File: config.mk
export PLATFORM = sky130hd
export DESIGN_NAME = tls_slot_bitmap_allocator_flat
export DESIGN_NICKNAME = d
export VERILOG_FILES = /design/src/rtl/core/tsba_pkg.sv /design/src/rtl/core/tsba_if.sv /design/src/rtl/core/tsba_ram.sv /design/src/rtl/core/tsba_page_finder.sv /design/src/rtl/core/tls_slot_bitmap_allocator.sv /design/src/flat_wrapper.sv
export SDC_FILE = /design/constraint.sdc
export NUM_CORES = 1
export LEC_CHECK = 0
export BUFFER_PORTS_ARGS = -buffer_cell sky130_fd_sc_hd__buf_2
export CAP_MARGIN = 20
export CORE_MARGIN = 4
export CORE_UTILIZATION = 50
export CTS_CLUSTER_SIZE = 16
export DETAILED_ROUTE_END_ITERATION = 6
export PLACE_DENSITY = 0.7
export SYNTH_ARGS = -nofsm -noshare
export SYNTH_HDL_FRONTEND = slang
export SYNTH_HIERARCHICAL = 1
export SYNTH_SLANG_ARGS = --single-unit
File: constraint.sdc
create_clock -name clk_i -period 5 [get_ports clk_i]
set_clock_uncertainty 0.05 [all_clocks]
set_input_delay 0 -clock clk_i [delete_from_list [all_inputs] [get_ports clk_i]]
set_output_delay 0 -clock clk_i [all_outputs]
set_load 0.05 [all_outputs]
File: src/rtl/core/tsba_pkg.sv
// Package: widths, limits, codes and helpers shared by the slot allocator files.
package tsba_pkg;

  // Address and geometry
  localparam int ADDR_W         = 48;
  localparam int MAX_PAGES      = 64;
  localparam int PAGE_BYTES     = 4096;
  localparam int SLOT_BYTES     = 512;
  localparam int SLOTS_PER_PAGE = 8;

  localparam int PAGE_W     = $clog2(MAX_PAGES);
  localparam int COUNT_W    = $clog2(MAX_PAGES + 1);
  localparam int SLOT_W     = $clog2(SLOTS_PER_PAGE);
  localparam int PAGE_SHIFT = $clog2(PAGE_BYTES);
  localparam int SLOT_SHIFT = $clog2(SLOT_BYTES);
  localparam int OFF_PAGE_W = ADDR_W - PAGE_SHIFT;
  localparam int OFF_SLOT_W = PAGE_SHIFT - SLOT_SHIFT;

  typedef logic [SLOTS_PER_PAGE-1:0] bitmap_t;

  // Request codes
  localparam logic ACT_ALLOC = 1'b0;
  localparam logic ACT_FREE  = 1'b1;

  // Status codes
  localparam logic [1:0] ST_OK    = 2'd0;
  localparam logic [1:0] ST_FULL  = 2'd1;
  localparam logic [1:0] ST_RANGE = 2'd2;

  // Full-flag update from the sequencer to the page finder
  typedef struct packed {
    logic              en;
    logic [PAGE_W-1:0] page;
    logic              full;
  } full_upd_t;

  // Lowest clear bit of a page map (map is known not to be all ones)
  function automatic logic [SLOT_W-1:0] first_zero(input bitmap_t map);
    logic [SLOT_W-1:0] idx;
    idx = '0;
    for (int i = SLOTS_PER_PAGE - 1; i >= 0; i--) begin
      if (!map[i]) idx = SLOT_W'(i);
    end
    return idx;
  endfunction

endpackage

File: src/rtl/core/tsba_if.sv
// Interfaces: request, result and configuration channels of the slot allocator.
interface tsba_req_if;
  logic                        valid;
  logic                        ready;
  logic                        action;
  logic [tsba_pkg::ADDR_W-1:0] free_address;

  modport source (output valid, output action, output free_address, input ready);
  modport sink   (input valid, input action, input free_address, output ready);
endinterface

interface tsba_res_if;
  logic                        valid;
  logic                        ready;
  logic [tsba_pkg::ADDR_W-1:0] slot_address;
  logic                        opened_page;
  logic [1:0]                  status;

  modport source (output valid, output slot_address, output opened_page, output status,
                  input ready);
  modport sink   (input valid, input slot_address, input opened_page, input status,
                  output ready);
endinterface

interface tsba_cfg_if;
  logic                        valid;
  logic                        ready;
  logic [tsba_pkg::ADDR_W-1:0] region_base;

  modport source (output valid, output region_base, input ready);
  modport sink   (input valid, input region_base, output ready);
endinterface

File: src/rtl/core/tsba_ram.sv
// Generic single-port-write, registered-read RAM for the page bitmaps.
module tsba_ram #(
  parameter int DEPTH = 64,
  parameter int WIDTH = 8
) (
  input  logic                     clk_i,
  input  logic                     we_i,
  input  logic [$clog2(DEPTH)-1:0] waddr_i,
  input  logic [WIDTH-1:0]         wdata_i,
  input  logic                     re_i,
  input  logic [$clog2(DEPTH)-1:0] raddr_i,
  output logic [WIDTH-1:0]         rdata_o
);

  logic [WIDTH-1:0] mem_q [DEPTH];
  logic [WIDTH-1:0] rdata_q;

  // write port
  always_ff @(posedge clk_i) begin
    if (we_i) mem_q[waddr_i] <= wdata_i;
  end

  // read port, data held until the next read
  always_ff @(posedge clk_i) begin
    if (re_i) rdata_q <= mem_q[raddr_i];
  end

  assign rdata_o = rdata_q;

endmodule

File: src/rtl/core/tsba_page_finder.sv
// Page finder: per-page full flags and priority encoder over the open pages.
module tsba_page_finder (
  input  logic                               clk_i,
  input  logic                               rst_ni,
  input  tsba_pkg::full_upd_t                upd_i,
  input  logic [tsba_pkg::COUNT_W-1:0]       pages_i,
  output logic                               found_o,
  output logic [tsba_pkg::PAGE_W-1:0]        page_o
);

  logic [tsba_pkg::MAX_PAGES-1:0] full_q;
  logic [tsba_pkg::MAX_PAGES-1:0] cand;

  // full flags, cleared at reset
  always_ff @(posedge clk_i or negedge rst_ni) begin
    if (!rst_ni) begin
      full_q <= '0;
    end else if (upd_i.en) begin
      full_q[upd_i.page] <= upd_i.full;
    end
  end

  // open and not full
  always_comb begin
    for (int p = 0; p < tsba_pkg::MAX_PAGES; p++) begin
      cand[p] = !full_q[p] && (tsba_pkg::COUNT_W'(p) < pages_i);
    end
  end

  // lowest candidate wins
  always_comb begin
    page_o = '0;
    for (int p = tsba_pkg::MAX_PAGES - 1; p >= 0; p--) begin
      if (cand[p]) page_o = tsba_pkg::PAGE_W'(p);
    end
  end

  assign found_o = |cand;

endmodule

File: src/rtl/core/tls_slot_bitmap_allocator.sv
// Top level: first-fit thread-local slot allocator over per-page slot bitmaps.
//
// Channels: req_i takes a request word (action, free_address); res_o gives one
// result word (slot_address, opened_page, status) per request; cfg_i writes the
// region base and is always ready. Write the base only while the block is idle.
// An allocate takes the lowest free slot of the lowest open page that is not
// full, opens the next page when all are full, or reports full at the limit.
// A free clears the bit of its address's page and slot, or reports out of range.
// The request is held in registers while its page map is read; the result is
// then registered in the output register. A new request is taken only when idle,
// as the single bitmap memory reads the map, then modifies and writes it back.
// The page to touch is picked at accept time by a priority encoder over
// per-page full flags, so no search through the memory is needed.
// Reset clears the full flags, the open-page count and the base; the bitmap
// memory needs no clearing, as a page's map is written whole when it is opened.
// When the receiver stalls, the result holds in the output register; one more
// request may be taken and waits after its read until the result leaves.
module tls_slot_bitmap_allocator (
  input logic        clk_i,
  input logic        rst_ni,
  tsba_req_if.sink   req_i,
  tsba_res_if.source res_o,
  tsba_cfg_if.sink   cfg_i
);

  localparam logic S_IDLE = 1'b0;
  localparam logic S_EXEC = 1'b1;

  logic                              state_q, state_d;
  logic [tsba_pkg::ADDR_W-1:0]       base_q;
  logic [tsba_pkg::COUNT_W-1:0]      pages_q, pages_d;
  logic                              act_q;
  logic [tsba_pkg::PAGE_W-1:0]       page_q;
  logic [tsba_pkg::SLOT_W-1:0]       slot_q;
  logic                              opened_q;
  logic [1:0]                        status_q;

  logic                              out_valid_q;
  logic [tsba_pkg::ADDR_W-1:0]       out_addr_q;
  logic                              out_opened_q;
  logic [1:0]                        out_status_q;

  logic                              accept;
  logic                              finish;
  logic                              found;
  logic [tsba_pkg::PAGE_W-1:0]       found_page;
  logic [tsba_pkg::ADDR_W-1:0]       offset;
  logic [tsba_pkg::OFF_PAGE_W-1:0]   off_page;
  logic [tsba_pkg::OFF_SLOT_W-1:0]   off_slot;

  logic [tsba_pkg::PAGE_W-1:0]       page_d;
  logic [tsba_pkg::SLOT_W-1:0]       slot_d;
  logic                              opened_d;
  logic [1:0]                        status_d;

  tsba_pkg::bitmap_t                 rdata;
  tsba_pkg::bitmap_t                 cur_map;
  tsba_pkg::bitmap_t                 new_map;
  logic [tsba_pkg::SLOT_W-1:0]       use_slot;
  logic                              wr_en;
  logic [tsba_pkg::ADDR_W-1:0]       res_addr;
  tsba_pkg::full_upd_t               upd;

  assign accept      = req_i.valid && req_i.ready;
  assign req_i.ready = (state_q == S_IDLE);
  assign finish      = (state_q == S_EXEC) && (!out_valid_q || res_o.ready);
  assign cfg_i.ready = 1'b1;

  // base register
  always_ff @(posedge clk_i or negedge rst_ni) begin
    if (!rst_ni) begin
      base_q <= '0;
    end else if (cfg_i.valid && cfg_i.ready) begin
      base_q <= cfg_i.region_base;
    end
  end

  tsba_page_finder u_finder (
    .clk_i   (clk_i),
    .rst_ni  (rst_ni),
    .upd_i   (upd),
    .pages_i (pages_q),
    .found_o (found),
    .page_o  (found_page)
  );

  // free address decode
  assign offset   = req_i.free_address - base_q;
  assign off_page = offset[tsba_pkg::ADDR_W-1:tsba_pkg::PAGE_SHIFT];
  assign off_slot = offset[tsba_pkg::PAGE_SHIFT-1:tsba_pkg::SLOT_SHIFT];

  // request decision at accept time
  always_comb begin
    page_d   = found_page;
    slot_d   = '0;
    opened_d = 1'b0;
    status_d = tsba_pkg::ST_OK;
    if (req_i.action == tsba_pkg::ACT_ALLOC) begin
      if (!found) begin
        if (pages_q >= tsba_pkg::COUNT_W'(tsba_pkg::MAX_PAGES)) begin
          status_d = tsba_pkg::ST_FULL;
        end else begin
          page_d   = pages_q[tsba_pkg::PAGE_W-1:0];
          opened_d = 1'b1;
        end
      end
    end else begin
      page_d = off_page[tsba_pkg::PAGE_W-1:0];
      slot_d = off_slot[tsba_pkg::SLOT_W-1:0];
      if (off_page >= tsba_pkg::OFF_PAGE_W'(pages_q) ||
          32'(off_slot) >= tsba_pkg::SLOTS_PER_PAGE) begin
        status_d = tsba_pkg::ST_RANGE;
      end
    end
  end

  tsba_ram #(
    .DEPTH (tsba_pkg::MAX_PAGES),
    .WIDTH (tsba_pkg::SLOTS_PER_PAGE)
  ) u_ram (
    .clk_i   (clk_i),
    .we_i    (wr_en),
    .waddr_i (page_q),
    .wdata_i (new_map),
    .re_i    (accept),
    .raddr_i (page_d),
    .rdata_o (rdata)
  );

  // read-modify-write of the page map
  always_comb begin
    cur_map  = opened_q ? '0 : rdata;
    use_slot = (act_q == tsba_pkg::ACT_ALLOC) ? tsba_pkg::first_zero(cur_map) : slot_q;
    new_map  = cur_map;
    if (act_q == tsba_pkg::ACT_ALLOC) new_map[use_slot] = 1'b1;
    else                              new_map[use_slot] = 1'b0;
  end

  assign wr_en     = finish && (status_q == tsba_pkg::ST_OK);
  assign upd.en    = wr_en;
  assign upd.page  = page_q;
  assign upd.full  = &new_map;
  assign res_addr  = base_q
                   + (tsba_pkg::ADDR_W'(page_q) << tsba_pkg::PAGE_SHIFT)
                   + (tsba_pkg::ADDR_W'(use_slot) << tsba_pkg::SLOT_SHIFT);

  // open-page count
  always_comb begin
    pages_d = pages_q;
    if (wr_en && opened_q) pages_d = pages_q + 1'b1;
  end

  // sequencer and open-page count
  always_comb begin
    state_d = state_q;
    case (state_q)
      S_IDLE:  if (accept) state_d = S_EXEC;
      S_EXEC:  if (finish) state_d = S_IDLE;
      default: state_d = S_IDLE;
    endcase
  end

  always_ff @(posedge clk_i or negedge rst_ni) begin
    if (!rst_ni) begin
      state_q <= S_IDLE;
      pages_q <= '0;
    end else begin
      state_q <= state_d;
      pages_q <= pages_d;
    end
  end

  // request held through the read cycle
  always_ff @(posedge clk_i) begin
    if (accept) begin
      act_q    <= req_i.action;
      page_q   <= page_d;
      slot_q   <= slot_d;
      opened_q <= opened_d;
      status_q <= status_d;
    end
  end

  // output register
  always_ff @(posedge clk_i or negedge rst_ni) begin
    if (!rst_ni) begin
      out_valid_q <= 1'b0;
    end else if (finish) begin
      out_valid_q <= 1'b1;
    end else if (res_o.ready) begin
      out_valid_q <= 1'b0;
    end
  end

  always_ff @(posedge clk_i) begin
    if (finish) begin
      out_opened_q <= opened_q;
      out_status_q <= status_q;
      out_addr_q   <= (act_q == tsba_pkg::ACT_ALLOC && status_q == tsba_pkg::ST_OK)
                      ? res_addr : '0;
    end
  end

  assign res_o.valid        = out_valid_q;
  assign res_o.slot_address = out_addr_q;
  assign res_o.opened_page  = out_opened_q;
  assign res_o.status       = out_status_q;

  // checks
  a_pages_limit: assert property (@(posedge clk_i) disable iff (!rst_ni)
    pages_q <= tsba_pkg::COUNT_W'(tsba_pkg::MAX_PAGES))
    else $error("open page count beyond limit");

  a_pages_step: assert property (@(posedge clk_i) disable iff (!rst_ni)
    (pages_q != $past(pages_q)) |-> (pages_q == $past(pages_q) + 1'b1))
    else $error("open page count moved by more than one");

  a_open_ok: assert property (@(posedge clk_i) disable iff (!rst_ni)
    (res_o.valid && res_o.opened_page) |-> (res_o.status == tsba_pkg::ST_OK))
    else $error("page opened on a failed request");

  a_no_overrun: assert property (@(posedge clk_i) disable iff (!rst_ni)
    (out_valid_q && !res_o.ready) |=> !$past(finish))
    else $error("result overwritten while stalled");

endmodule
File: src/flat_wrapper.sv
// flat-port wrapper written by rule: the top's interface ports become plain ports
module tls_slot_bitmap_allocator_flat 
  (clk_i, rst_ni, req_i_valid, req_i_action, req_i_free_address, req_i_ready, res_o_valid, res_o_slot_address, res_o_opened_page, res_o_status, res_o_ready, cfg_i_valid, cfg_i_region_base, cfg_i_ready);
  tsba_req_if req_i_i ();
  tsba_res_if res_o_i ();
  tsba_cfg_if cfg_i_i ();
  input logic clk_i;
  input logic rst_ni;
  input wire logic [$bits(req_i_i.valid)-1:0] req_i_valid;
  input wire logic [$bits(req_i_i.action)-1:0] req_i_action;
  input wire logic [$bits(req_i_i.free_address)-1:0] req_i_free_address;
  output wire logic [$bits(req_i_i.ready)-1:0] req_i_ready;
  output wire logic [$bits(res_o_i.valid)-1:0] res_o_valid;
  output wire logic [$bits(res_o_i.slot_address)-1:0] res_o_slot_address;
  output wire logic [$bits(res_o_i.opened_page)-1:0] res_o_opened_page;
  output wire logic [$bits(res_o_i.status)-1:0] res_o_status;
  input wire logic [$bits(res_o_i.ready)-1:0] res_o_ready;
  input wire logic [$bits(cfg_i_i.valid)-1:0] cfg_i_valid;
  input wire logic [$bits(cfg_i_i.region_base)-1:0] cfg_i_region_base;
  output wire logic [$bits(cfg_i_i.ready)-1:0] cfg_i_ready;
  assign req_i_i.valid = req_i_valid;
  assign req_i_i.action = req_i_action;
  assign req_i_i.free_address = req_i_free_address;
  assign req_i_ready = req_i_i.ready;
  assign res_o_valid = res_o_i.valid;
  assign res_o_slot_address = res_o_i.slot_address;
  assign res_o_opened_page = res_o_i.opened_page;
  assign res_o_status = res_o_i.status;
  assign res_o_i.ready = res_o_ready;
  assign cfg_i_i.valid = cfg_i_valid;
  assign cfg_i_i.region_base = cfg_i_region_base;
  assign cfg_i_ready = cfg_i_i.ready;
  tls_slot_bitmap_allocator u_core (.clk_i(clk_i), .rst_ni(rst_ni), .req_i(req_i_i), .res_o(res_o_i), .cfg_i(cfg_i_i));
endmodule
==> results.md, run 1 <==
* Status: complete, no violations
* CP Launch Type: flop
* Fin area at 0.0397 mm²
* Met1 Use GR at 34.0%
* Area share of the largest cell type after synthesis at 51.9%
* Dominant cell type by area after synthesis: edfxtp_1
* Drt pass-1 iters at 6
* Slowest cell delay on critical path at 0.46 ns
* Synth Instances at 2524
* Row Count at 95
* CP Max Fanout at 12
* Met3 Usage GRT at 3.99%
* Ys flop type: edfxtp_1
* Initial DRC Count at 2658
* Seq cells post-synth at 705
* Critical Path Most Common Cell: buf_4
* Adder-cell share of the synthesized area at 2.43%
* Initial Util at 50.4%
* Routed wire length at 95000 µm
* Worst Tran Pin Value at 1.00 ns
* Synth Warn # at 6
* Overflow after GRT at 0
* CP Cell Sequence: and4b_2 > a21oi_1 > o41a_1 > nor3b_2 > nor2b_2 > and2_1 > nand2_1 > nor2_2 > buf_4 > nor2b_1 > a211oi_2 > buf_4 > a21oi_4 > buf_6 > clkbuf_16 > buf_4 > mux4_2 > nor2_1 > nor2_1 > nor3_2 > o32ai_2
* Final Cycle Share at 97.6%
* Synth-to-layout area growth at 17.5%
* DIE HEIGHT at 268 µm
* Final GP Congestion at 0.986
* Worst skew pair latency at 0.65 ns
* Pins Over Slew Limit at 0
* EDFF count, synth at 584
* PwrDens at 435 mW/mm²
* Placed Area at 0.0363 mm²
* Compound-gate portion of the synthesized area at 10.1%
* TritonCTS buffer count at 74
* Hpwl dp at 63300 µm
* Syn Area/Cell at 13.4 µm²
* Hold Fails Final Rpt at 0
* Mux contribution to synthesized area at 12.1%
* Root Buffer: clkbuf_16
* Placement Setup Slack at -0.121 ns
* Worst setup EP type: flop
* Max frequency at 0.205 GHz
* Synthesized area at 0.0338 mm²
* Fraction of the yosys area taken by sequential cells at 60.9%
* Type of the worst min-delay path: primary input to flop
* Largest family of logic cells by synthesized area: multiplexers
* Required time of the critical path at 5.33 ns
* Met2 usage at 43.6%
* GR peak layer: met2
* Pleak at 14.3 nW
* Port bufs at 154
* Final non-filler cell total at 3766
* Initial antenna violation count at 4
* Pin count of the biggest net entering global routing at 95
* Vias in the first global route at 23239
* Via count at 23549
* Critical Path AT at 5.21 ns
* Die Wd at 268 µm
* Wire per inst at 25.2 µm
* Antenna-violating nets left at 0
* WS Path Type: flop to flop
* Yosys cell types at 102
* Xor and xnor fraction of the mapped netlist area at 1.17%
* Final setup fails at 0
* Synth Area in Simple Gates at 10.2%
* Largest cells by area after synthesis: edfxtp_1, dfrtp_1, mux4_2
* Max clock buf depth at 3
* Drt drc at 0
* Clock H-tree levels at 3
* Via density at 6.25
* CTS tree: yes
* Crit-path slowest cell: dfrtp_2
* Core ar. at 0.0670 mm²
* Final worst slack at 0.119 ns
* First-pass GRT wire length at 141000 µm
* Fraction of layout cells with a size suffix above 1 at 24.8%
* Nets at 3004
* Min Tclk post-route at 4.88 ns
* Io pins at 156
* Peak supply drop at 0.326 mV
* Max-cap violations at 0
* Total track usage at 25.8%
* Sink Count at 705
* Setup TNS at 0 ns
* Synthesized Nets at 2691
* Synth async-reset ratio at 17.2%
* Worst-path clk slew at 0.06 ns
* Die ar. at 0.0717 mm²
* Relative slew slack at 33.0%
* Placed cells at 3556
-- final cells by class --
| cell class | instances | area (µm²) |
|---|---|---|
| diodes | 2 | 5.00 |
| clock buffers | 91 | 1940 |
| clock inverters | 39 | 435 |
| fillers | 5188 | 27400 |
| inverters | 92 | 345 |
| multi-input cells | 1597 | 12500 |
| flip-flops and latches | 705 | 20600 |
| well taps | 873 | 1090 |
| repair buffers | 367 | 2740 |
-- kinds of logic after synthesis --
kind of cell             Yosys count
AND/OR/NAND/NOR                  725
flip-flops                       705
AO/OA/AOI/OAI                    520
multiplexers                     241
buffers and inverters            222
adder cells (fa/ha/maj)           65
XOR/XNOR                          45
other                              1
-- registers in the layout, summed over array words and instances, names as in the netlist --
register                   cells
u_core/act_q                   1
u_core/base_q                 48
u_core/opened_q                1
u_core/page_q                  6
u_core/pages_q                 7
u_core/res_o.opened_page       1
u_core/res_o.slot_address     48
u_core/res_o.status            2
u_core/res_o.valid             1
u_core/slot_q                  3
u_core/state_q                 1
u_core/status_q                2
u_core/u_finder/full_q        64
u_core/u_ram/mem_q           512
u_core/u_ram/rdata_o           8
-- where the power goes --
group	total [mW]	switching [mW]	internal, mW
clock	5.41	2.36	3.06
sequential	7.27	0.185	7.09
combinational	4.58	3.06	1.52
-- final timing paths --
kind	start	endpoint	slack, ns	depth (start not counted)
min	cfg_i_valid	u_core/base_q[40]	0.06	4
max	u_core/pages_q[6]	u_core/u_ram/rdata_o[4]	0.12	21
max reg2reg	u_core/pages_q[6]	u_core/u_ram/rdata_o[4]	0.12	21
max in group asynchronous	rst_ni	u_core/base_q[10]	3.69	4
min reg2reg	u_core/res_o.valid	u_core/res_o.valid	0.47	2
min in group asynchronous	rst_ni	u_core/u_finder/full_q[61]	0.42	4
-- synthesized netlist by cell type (31+ instances only) --
cell type / count
edfxtp_1: 584
nor2_1: 224
nand2_1: 209
o21ai_0: 146
mux4_2: 126
a21oi_1: 125
dfrtp_1: 121
inv_1: 91
mux2_2: 76
clkbuf_1: 71
ha_1: 64
nand3_1: 62
nor3_1: 45
mux2i_1: 39
nor2b_1: 37
xnor2_1: 35
a21o_1: 31
-- metal layers --
metal	part of all wire, %	routed length [µm]	vias to the layer above
met3	7.3	6980	265
li1	-	-	10324
met4	4.4	4170	0
met2	50	47200	1097
met1	39	36700	11863
met5	0	0	-
-- critical path, delay by kind of cell, from the launching register on --
kind                   cells  cell delay [ns]
muxes                      1             0.42
DFF                        1             0.46
buffers and inverters      5             0.84
and+or+nand+nor           10             1.91
AOI/OAI and AO/OA          5             0.94
-- repair_timing --
item | in CTS | in global routing
setup endpoints to repair | 8 | 13
hold endpoints to repair | 121 | 1
pin swaps | 0 | 7
gates cloned | 0 | 2
setup buffers | 0 | 20
gates resized for setup | 7 | 52
hold buffers | 56 | 1
-- cell usage in the layout, fill, tap and decap left out, drive strengths merged, types with 64 or more instances in the layout --
cell,instances
clkbuf,93
buf,309
a21oi,127
ha,64
mux4,126
o21ai,155
dfrtp,121
mux2,76
nor2,225
nand2,209
edfxtp,584
inv,97
-- through the flow --
stage / power, mW / hold slack [ns] / utilization [%]
global route: 17.9 / 0.0629 / 59.2
detailed placement: 11.8 / -0.00737 / 54.1
finish: 17.3 / 0.0558 / 59.2
floorplan: 10.1 / -0.346 / -
CTS: 17.2 / 0.0131 / 58.6
global placement: 11.7 / -0.0184 / 54.1
Power figures use the tool's default switching activity.
==> inputs of run 2 (changes only) <==
--- a/config.mk
+++ b/config.mk
@@ -5,13 +5,14 @@
 export SDC_FILE = /design/constraint.sdc
 export NUM_CORES = 1
 export LEC_CHECK = 0
+export ABC_AREA = 1
 export BUFFER_PORTS_ARGS = -buffer_cell sky130_fd_sc_hd__buf_2
 export CAP_MARGIN = 20
 export CORE_MARGIN = 4
 export CORE_UTILIZATION = 50
 export CTS_CLUSTER_SIZE = 16
 export DETAILED_ROUTE_END_ITERATION = 6
-export PLACE_DENSITY = 0.7
+export PLACE_DENSITY = 0.69
 export SYNTH_ARGS = -nofsm -noshare
 export SYNTH_HDL_FRONTEND = slang
 export SYNTH_HIERARCHICAL = 1
==> results.md, run 2 <==
* Reg-to-reg startpoint: u_core/pages_q[6]
* Antenna Cells at 0
* Clock share of power at 30.6%
* Synth Instances at 3914
* Top cells by count, synth: nand2_1, edfxtp_1, nand3_1, inv_1, nor2_1
* Routed wire length at 110000 µm
* Sink Count at 705
* Wire per inst at 20.9 µm
* Clock H-tree levels at 3
* Status: complete, but fails checks
* PwrDens at 452 mW/mm²
* Critical Path Most Common Cell: nand2_1
* Register area at 0.0206 mm²
* Area share of the largest cell type after synthesis at 49.1%
* Final GP Congestion at 1.02
* Drt pass-1 iters at 6
* Final worst slack at -0.993 ns
* CP Max Fanout at 81
* Hold Fails Final Rpt at 0
* Nets at 4407
* Antenna-violating nets left at 0
* Io pins at 156
* Crit-path slowest cell: dfrtp_1
* Reg with most FFs: u_core/u_ram/mem_q
* Fraction of layout cells with a size suffix above 1 at 14.1%
* CTS tree: yes
* Port bufs at 154
* Initial Util at 50.7%
* Synth Warn # at 6
* Total track usage at 28.2%
* DIE HEIGHT at 275 µm
* Worst-path clk slew at 0.06 ns
* Commonest cells after routing, fill and taps aside: nand2_1, edfxtp_1, nand3_1
* Max-cap violations at 0
* Seq pwr share at 39.6%
* Via density at 5.67
* Synthesized Nets at 4081
* Cells on worst reg2reg path at 78
* Pin count of the biggest net entering global routing at 96
* TritonCTS buffer count at 77
* Required time of the critical path at 5.31 ns
* Worst skew pair latency at 0.64 ns
* Placed cells at 5034
* Largest register FFs at 512
* Fin area at 0.0420 mm²
* Critical Path AT at 6.30 ns
* Fraction of the yosys area taken by sequential cells at 57.6%
* Dominant cell type by area after synthesis: edfxtp_1
* Worst setup EP type: flop
* Worst Tran Pin Value at 0.973 ns
* Fillcell total at 6043
* Largest registers: u_core/u_ram/mem_q (512), u_core/u_finder/full_q (64)
* Final hold slack at 0.0586 ns
* Placed Area at 0.0384 mm²
* Reg-to-Reg End: u_core/u_ram/rdata_o[1]
* Yosys cell types at 60
* WS Path Type: flop to flop
* Critical path buffers and inverters at 4
* Sw Ratio at 35.3%
* Failing checks: negative setup slack
* CP Launch Type: flop
* Pleak at 17.5 nW
* Relative slew slack at 34.9%
* Max frequency at 0.167 GHz
* Die ar. at 0.0758 mm²
* Peak supply drop at 0.341 mV
* Count leader, synth: nand2_1
* RSZ-0062 raised after global routing: yes
* Comb pwr share at 29.9%
* Ys flop type: edfxtp_1
* Initial antenna violation count at 2
* Final Cycle Share at 120%
* Max clock buf depth at 3
* Row Count at 97
* Final setup fails at 8
* Largest cells by area after synthesis: edfxtp_1, nand2_1, dfrtp_1
* Via count at 29742
* Syn Area/Cell at 9.12 µm²
* Pins Over Slew Limit at 0
* Type of the worst min-delay path: primary input to asynchronous set/reset pin
* Final non-filler cell total at 5245
* Top Family by Delay on Critical Path: simple AND/OR/NAND/NOR gates
* First-pass GRT wire length at 164000 µm
* Synthesized area at 0.0357 mm²
* Internal at 12.3 mW
* Seq cells post-synth at 705
* Root Buffer: clkbuf_16
* Commonest non-fill, non-tap cell in the layout: nand2_1
* Synth async-reset ratio at 17.2%
* Hpwl dp at 73500 µm
* EDFF count, synth at 584
* Drt drc at 0
* R2R setup slack at -0.99 ns
* Die Wd at 275 µm
* Overflow after GRT at 0
* Slowest cell delay on critical path at 0.40 ns
* Multi-input gate area at 0.0131 mm²
* Synth-to-layout area growth at 17.7%
* Core ar. at 0.0704 mm²
* Min Tclk post-route at 5.99 ns
* Initial DRC Count at 3357
* Psw at 6.71 mW
* Vias in the first global route at 27783
## run 2: cell count changes in the layout (fill, tap and decap cells not counted), sizes merged, moves of 67 or more
cell	before	now
nand3	63	502
mux4	126	0
mux2	76	1
nor2	225	292
nand2	209	1245
inv	97	346
## run 2: layout make-up
class | count | area share, %
timing repair buffer | 402 | 7.45
sequential | 705 | 48.9
multi-input combinational | 2704 | 31.3
clock inverter | 48 | 1.34
tap | 940 | 2.80
clock buffer | 96 | 4.92
inverter | 350 | 3.28
## run 2: power by group through the flow
stage          logic, mW  registers [mW]  clock network, mW
5_1_grt             6.11            7.55               6.16
6_report            5.67            7.52               5.81
3_3_place_gp        5.33            7.62                  0
4_1_cts             5.51            7.51               5.89
3_5_place_dp        5.38            7.63                  0
2_1_floorplan       3.00            8.01                  0
## run 2: per-layer routing
layer	GRT usage [%]	vias to the layer above	wire, µm
met5	0	-	7
met4	11.0	2	4510
met3	4.66	244	10200
met2	43.4	1472	48900
met1	40.3	14080	46000
li1	-	13944	-
## run 2: how the worst max path moves through the flow
stage	startpoint	endpoint	slack, ns	depth (start not counted)
3_5_place_dp	u_core/pages_q[6]	u_core/u_ram/rdata_o[3]	-1.04	80
6_report	u_core/pages_q[6]	u_core/u_ram/rdata_o[1]	-0.99	78
4_1_cts	u_core/pages_q[6]	u_core/u_ram/rdata_o[2]	-0.95	78
2_1_floorplan	u_core/pages_q[4]	u_core/u_ram/rdata_o[6]	-0.09	81
5_1_grt	u_core/pages_q[6]	u_core/u_ram/rdata_o[1]	-1.76	80
3_3_place_gp	u_core/pages_q[6]	u_core/u_ram/rdata_o[3]	-1.10	80
## run 2: what timing repair did
action	in CTS	in global routing
pin swaps	8	27
gates cloned	1	2
endpoints found under the hold margin	180	0
gates resized for setup	24	44
setup endpoints to repair	8	9
hold buffers	57	0
setup buffers	4	4
## run 2: tightest hold or removal path: cells and delay by family
kind / cells / cell delay [ns]
buf+inv: 3 / 1.19
## run 2: kinds of logic (layout without fill, tap and decap cells)
kind of cell | Yosys count | count (layout) | synth area share, %
and+or+nand+nor | 2190 | 2190 | 26.1
muxes | 1 | 1 | 0.0315
adders and majority gates | 65 | 65 | 2.30
AOI/OAI and AO/OA | 426 | 426 | 6.92
other | 1 | 1 | 0.0105
DFF | 705 | 705 | 57.6
buffers and inverters | 505 | 896 | 6.58
xor gates and xnor gates | 21 | 21 | 0.515
## run 2: metrics by stage
stage	util (%)	setup slack, ns	power [mW]	TNS (ns)
after global routing	59.7	-1.76	19.8	-14.20
after floorplan	-	-0.0872	11.0	-0.643
after global placement	54.6	-1.10	13.0	-8.21
final	59.7	-0.993	19.0	-7.70
after CTS	59.4	-0.955	18.9	-7.44
after detailed placement	54.6	-1.04	13.0	-7.67
